**config.mk**
```make
export PLATFORM = sky130hd
export DESIGN_NAME = mcap_ctrl
export DESIGN_NICKNAME = d
export VERILOG_FILES = /design/src/rtl/mcap_pkg.sv /design/src/rtl/mcap_ctrl.sv
export VERILOG_INCLUDE_DIRS = /design/src /design/src/rtl
export SDC_FILE = /design/constraint.sdc
export NUM_CORES = 1
export LEC_CHECK = 0
export ABC_AREA = 1
export BUFFER_PORTS_ARGS = -buffer_cell sky130_fd_sc_hd__buf_4
export CAP_MARGIN = 5
export CORE_AREA = 2 2 39 41
export DETAILED_ROUTE_END_ITERATION = 16
export DIE_AREA = 0 0 41 43
export GPL_TIMING_DRIVEN = 0
export PLACE_DENSITY = 0.65
export SLEW_MARGIN = 20
export SYNTH_ARGS = -nofsm -noshare
export SYNTH_HDL_FRONTEND = slang
export SYNTH_SLANG_ARGS = --single-unit
export TNS_END_PERCENT = 100
```
**constraint.sdc**
```tcl
create_clock -name aclk -period 2.2 [get_ports aclk]
set_input_delay 0.66 -clock aclk [delete_from_list [all_inputs] [get_ports aclk]]
set_output_delay 0.66 -clock aclk [all_outputs]
set_load 0.01 [all_outputs]
```
**src/rtl/monte_carlo_average_price_call_assert.svh**
```systemverilog
// Assertion macros for the Monte Carlo average price call RTL.
// Expects aclk and aresetn in the scope of the including module.
`ifndef MONTE_CARLO_AVERAGE_PRICE_CALL_ASSERT_SVH
`define MONTE_CARLO_AVERAGE_PRICE_CALL_ASSERT_SVH
`ifndef NO_ASSERTIONS
`define MCAP_ASSERT(lbl, prop) \
    lbl: assert property (@(posedge aclk) disable iff (!aresetn) prop) \
        else $error("mcap assertion failed");
`define MCAP_ASSERT_ALWAYS(lbl, prop) \
    lbl: assert property (@(posedge aclk) prop) \
        else $error("mcap assertion failed");
`else
`define MCAP_ASSERT(lbl, prop)
`define MCAP_ASSERT_ALWAYS(lbl, prop)
`endif
`endif

```
**src/rtl/mcap_pkg.sv**
```systemverilog
// Types, constants and tables for the Monte Carlo average price call block.
// No dependencies.
package mcap_pkg;

    localparam int CFG_IDX_W = 3;
    localparam logic [CFG_IDX_W-1:0] REG_SPOT     = 3'd0;
    localparam logic [CFG_IDX_W-1:0] REG_STRIKE   = 3'd1;
    localparam logic [CFG_IDX_W-1:0] REG_DRIFT    = 3'd2;
    localparam logic [CFG_IDX_W-1:0] REG_VOL      = 3'd3;
    localparam logic [CFG_IDX_W-1:0] REG_STEPS    = 3'd4;
    localparam logic [CFG_IDX_W-1:0] REG_PATHS    = 3'd5;
    localparam logic [CFG_IDX_W-1:0] REG_DISCOUNT = 3'd6;

    localparam int STEPS_W = 13;
    localparam int PATHS_W = 17;
    localparam int DISC_W  = 17;
    localparam int SUM_W   = 48;

    localparam logic [31:0] SPOT_RESET   = 32'd6553600;
    localparam logic [31:0] STRIKE_RESET = 32'd6553600;
    localparam logic [DISC_W-1:0] DISC_ONE = 17'd65536;

    // log2(e) in Q2.30
    localparam logic signed [63:0] LOG2E_Q30 = 64'sd1549082005;

    // Taylor terms ln2^k/k! in Q2.30
    function automatic logic [30:0] exp2_coef(input logic [2:0] k);
        logic [30:0] c;
        unique case (k)
            3'd0: c = 31'd1073741824;
            3'd1: c = 31'd744261118;
            3'd2: c = 31'd257941248;
            3'd3: c = 31'd59597083;
            3'd4: c = 31'd10327387;
            3'd5: c = 31'd1431680;
            3'd6: c = 31'd165394;
            3'd7: c = 31'd16378;
        endcase
        return c;
    endfunction

    typedef enum logic [3:0] {
        ST_IDLE, ST_LOG, ST_EXPY, ST_HORN, ST_SCALE, ST_ACC,
        ST_MDIV, ST_MWAIT, ST_PAYOFF, ST_ADIV, ST_AWAIT, ST_EST, ST_EMIT
    } state_t;

    typedef struct packed {
        logic capture;
        logic do_log;
        logic do_expy;
        logic do_horner;
        logic do_scale;
        logic do_acc;
        logic div_mean;
        logic div_avg;
        logic do_payoff;
        logic do_est;
        logic load_out;
    } cmd_t;

    typedef struct packed {
        logic path_end;
        logic run_end;
        logic horner_last;
        logic div_done;
        logic out_free;
    } sts_t;

endpackage

```
**src/rtl/mcap_ctrl.sv**
```systemverilog
// Controller state machine sequencing the datapath per sample and per path.
// Depends on mcap_pkg and the assertion macro header.
`include "monte_carlo_average_price_call_assert.svh"
module mcap_ctrl (
    input  logic           aclk,
    input  logic           aresetn,
    input  logic           in_valid,
    output logic           in_ready,
    input  mcap_pkg::sts_t sts,
    output mcap_pkg::cmd_t cmd
);
    import mcap_pkg::*;

    state_t state_reg, state_next;

    always_ff @(posedge aclk) begin
        if (!aresetn) state_reg <= ST_IDLE;
        else          state_reg <= state_next;
    end

    always_comb begin
        state_next = state_reg;
        unique case (state_reg)
            ST_IDLE:   if (in_valid) state_next = ST_LOG;
            ST_LOG:    state_next = ST_EXPY;
            ST_EXPY:   state_next = ST_HORN;
            ST_HORN:   if (sts.horner_last) state_next = ST_SCALE;
            ST_SCALE:  state_next = ST_ACC;
            ST_ACC:    state_next = sts.path_end ? ST_MDIV : ST_IDLE;
            ST_MDIV:   state_next = ST_MWAIT;
            ST_MWAIT:  if (sts.div_done) state_next = ST_PAYOFF;
            ST_PAYOFF: state_next = sts.run_end ? ST_ADIV : ST_EMIT;
            ST_ADIV:   state_next = ST_AWAIT;
            ST_AWAIT:  if (sts.div_done) state_next = ST_EST;
            ST_EST:    state_next = ST_EMIT;
            ST_EMIT:   if (sts.out_free) state_next = ST_IDLE;
            default:   state_next = ST_IDLE;
        endcase
    end

    always_comb begin
        cmd      = '0;
        in_ready = 1'b0;
        unique case (state_reg)
            ST_IDLE: begin
                in_ready    = 1'b1;
                cmd.capture = in_valid;
            end
            ST_LOG:    cmd.do_log    = 1'b1;
            ST_EXPY:   cmd.do_expy   = 1'b1;
            ST_HORN:   cmd.do_horner = 1'b1;
            ST_SCALE:  cmd.do_scale  = 1'b1;
            ST_ACC:    cmd.do_acc    = 1'b1;
            ST_MDIV:   cmd.div_mean  = 1'b1;
            ST_PAYOFF: cmd.do_payoff = 1'b1;
            ST_ADIV:   cmd.div_avg   = 1'b1;
            ST_EST:    cmd.do_est    = 1'b1;
            ST_EMIT:   cmd.load_out  = sts.out_free;
            default: ;
        endcase
    end

    `MCAP_ASSERT_ALWAYS(a_cmd_excl, $onehot0({cmd.capture, cmd.div_mean, cmd.div_avg, cmd.load_out}))
    `MCAP_ASSERT(a_mid_path_idle, (state_reg == ST_ACC && !sts.path_end) |=> (state_reg == ST_IDLE))
    `MCAP_ASSERT(a_emit_done, (state_reg == ST_EMIT && sts.out_free) |=> (state_reg == ST_IDLE))

endmodule

```
Word level (Yosys, flattened, before mapping)
Index checks and enable logic that the tools add are counted.

Add/subtract/negate cells: 0. Multipliers: 0. Divide/modulo/power cells: 0. $lt $le $gt $ge: 0. Equality and inequality tests: 17. Shift-type cells: 0. Muxes and demuxes: 20. Bitwise logic cells: 0. Reduce and logical (&&, ||, !) cells: 2.

Operators by type and width (number): $pmux 4 s13 (1); $eq 4x4->1 const B (5); $mux 4 (5); $eq 4x3->1 const B (4); $mux 1 (12); $ne 2x2->1 const B (5); $eq 4x2->1 const B (2); $mux 3 (2); $reduce_and 5->1 (1); $eq 4x1->1 const B (1); $logic_not 4->1 (1).

Bits in registers: 4. Latch bits: 0. Bits in writable memories: 0. ROM bits: 0. Input bits: 8. Output and inout bits: 12. Logic and storage cells: 40. Memories kept: 0.

Longest topological paths before layout
Depth after elaboration: 3. Mapped depth: 10.

Least setup slack after synthesis
OpenSTA, ideal clock, no wires.

Path kind: input -> output. From: input port sts[0] in the netlist's numbering. To: output port cmd[0] in the netlist's numbering. Arrival: 1.097 ns. Data required time: 1.540 ns. Slack: 0.443 ns. Cell stages on the path: 2. Path buffers: 0. Path through: inv_1 nor4_1.

RTL lines: from (decl) (line mcap_ctrl.sv:9) `input mcap_pkg::sts_t sts,`; to (decl) (line mcap_ctrl.sv:10) `output mcap_pkg::cmd_t cmd`.

==> results by group <==
Logic synthesis
  • Cell taking the most area after synthesis: dfxtp_1
  • Sequential share of the synthesized area: 18.9%
  • EDFF count, synth: 0
  • FF+latch count, synth: 4
  • Top-count cell post-synth: nand2_1
  • Syn. warnings: 0
  • Synth Flop Type: dfxtp_1
  • Syn Nets: 85
  • Async set or reset register ratio after synthesis: 0%
  • Share of Yosys cell area claimed by the top area cell type: 18.9%
  • Post-synthesis cell area: 424 um2
  • Top cells by count, synth: nand2_1 (19), inv_1 (12), nor2_1 (11), nor2_2 (9), inv_2 (5)
  • Mapped Avg Cell Area: 5.51 um2
  • Netlist cell types: 17
  • Synth top area cells: dfxtp_1 (19%), nand2_1 (17%), nor2_2 (13%)
  • Mapped Cells: 77

Floorplanning
  • # IOs: 20
  • Die area: 1760 um2
  • Die H: 43 um
  • Placeable core area: 1380 um2
  • Std-Cell Rows: 14
  • Die width: 41 um
  • Starting Density: 30.7%

Clock network
  • Root Buffer: clkbuf_4
  • Clk slew on worst S/H paths: 0.04 ns
  • CTS buffer count: 3
  • CTS Sinks: 4
  • CTS tree: yes
  • H-tree depth: 1
  • Cts repair resizes: 0
  • Number of buffers added for setup after CTS: 0
  • CTS max path bufs: 2
  • Post-cts hold buffer count: 0
  • Clk_lat worst skew: 0.23 ns

Setup path
  • Worst R2R End: state_reg[0]
  • Worst path arrival time: 1.21 ns
  • R2r startpoint: state_reg[2]
  • Reg2reg setup slack: 0.88 ns
  • CP Capture Type: primary output
  • Critical path peak fanout: 6
  • Worst path required time: 1.54 ns
  • Worst Setup Path Type: reg2out
  • Crit start category: register
  • Worst Reg2Reg Path Length in Cells: 9

Worst hold path
  • Worst hold-check path type: reg2reg
  • Worst hold path startpoint: state_reg[0]
  • Hold depth: 4
  • Hold EP: state_reg[0]

Timing
  • RSZ-0062 raised after global routing: false
  • Worst-Margin Slew: 0.269 ns
  • Pins Over Slew Limit: 0
  • Tcrit/Tclk final: 85.0%
  • Fin crit period: 1.87 ns
  • Fmax: 535 MHz
  • Setup Viol. Count Final: 0
  • Clock Skew: 0.00348 ns
  • Setup ws final: 0.330 ns
  • Fin. Hold Viols: 0
  • Post-route setup TNS: 0 ns
  • Relative slew margins: 82.0%

Routing
  • Post-Route WL: 1.04 mm
  • WL per Instance: 9.03 um
  • Drt first pass iters: 4
  • First DRT Iteration DRCs: 7
  • Vias/cell: 4.24
  • Vias: 488
  • # DRC: 0
  • Antenna Nets Post-Route: 0

Global route
  • Global-route wire length before repair: 1.72 mm
  • Gr ovfl total: 0
  • Largest net degree at the start of global routing: 7
  • Antenna violations before repair: 0
  • Overall routing resource usage: 14.6%
  • Vias in the first global route: 452

Layout
  • Number of flip-flops in the largest register: 4
  • Ant. Diodes: 0
  • Share of layout cells above drive strength 1: 43.4%
  • Layout fillers: 154
  • Final net count: 109
  • Area growth from synthesis to layout: 43.7%

Pwr
  • Lkg Pwr: 0.367 nW
  • PwrDens: 1240 nW/um2
  • Peak supply drop: 0.474 mV

Place
  • Placer Congestion: 0.731
  • DP Wirelength: 866 um
  • IO Port Bufs: 19
  • Worst slack at placement: 0.343 ns

Run
  • Max-cap violation count: 0

Run status
  • Status: completed
stage by stage:
| stage | cells | area (um2) | hold WS [ns] | util [%] | power, W |
|---|---|---|---|---|---|
| 6_report | 115 | 609 | 0.638 | 44.0 | 0.000754 |
| 5_1_grt | 115 | 609 | 0.675 | 44.0 | 0.000847 |
| 4_1_cts | 115 | 609 | 0.633 | 44.0 | 0.000764 |
| 3_5_place_dp | 112 | 587 | 0.628 | 42.4 | 0.000669 |
| 3_3_place_gp | 112 | 587 | 0.606 | 42.4 | 0.000660 |
| 2_1_floorplan | 77 | 424 | 0.574 | - | 0.000508 |
per-layer routing:
metal  wire length [um]  track usage (%)  vias to the layer above
met3                 55             3.14                        2
met5                  0                0                        -
met4                 11             10.0                        0
met2                529             22.8                       10
met1                443             16.4                      204
li1                   -                -                      272
worst max-delay path, stage by stage (launching register included):
cell,delay (ns)
dfxtp_1,0.46
inv_2,0.09
nor2_2,0.17
nand2_1,0.10
inv_1,0.06
buf_4,0.11
logic make-up after synthesis:
group	after synthesis	synth area share (%)
AND/OR/NAND/NOR	52	60.8
buffers and inverters	18	15.9
flip-flops	4	18.9
AO/OA/AOI/OAI	3	4.43
placed cells by master (no fill, tap or decap):
cell type  Yosys  layout
nand3_2        1       1
clkinv_1       1       1
nand2_2        4       4
inv_1         12      12
a31oi_1        1       1
nor2_2         9       9
o21ai_1        1       1
inv_2          5       5
nor2_4         1       1
nor3_1         2       2
dfxtp_1        4       4
nor4_1         1       1
nand3_1        3       3
clkbuf_4       0       3
o211ai_1       1       1
buf_4          0      19
nand2_1       19      19
nand2_4        1       1
nor2_1        11      11
how the worst max path moves through the flow:
| stage | slack (ns) | endpoint | startpoint | cells past startpoint |
|---|---|---|---|---|
| 3_5_place_dp | 0.34 | cmd[0] | sts[0] | 4 |
| 6_report | 0.33 | cmd[4] | state_reg[2] | 5 |
| 4_1_cts | 0.32 | cmd[4] | state_reg[2] | 5 |
| 5_1_grt | 0.20 | cmd[6] | state_reg[2] | 5 |
| 2_1_floorplan | 0.44 | cmd[0] | sts[0] | 2 |
| 3_3_place_gp | 0.36 | cmd[0] | sts[0] | 4 |
power breakdown:
group / switching (W) / total, W / internal [W] / leakage (nW)
clock: 0.0000267 / 0.0000874 / 0.0000608 / 0.0138
sequential: 0.0000511 / 0.000155 / 0.000104 / 0.0331
combinational: 0.000304 / 0.000511 / 0.000207 / 0.320
total: 0.000382 / 0.000754 / 0.000372 / 0.367
cell type report:
type / instances / area (um2) / share of cell area [%]
inverters: 18 / 67.6 / 11.1
well taps: 16 / 20.0 / 3.29
flip-flops and latches: 4 / 80.1 / 13.1
clock buffers: 3 / 22.5 / 3.70
repair buffers: 19 / 143 / 23.4
multi-input cells: 55 / 277 / 45.4
Note: power is estimated with default switching activity, not from simulation.
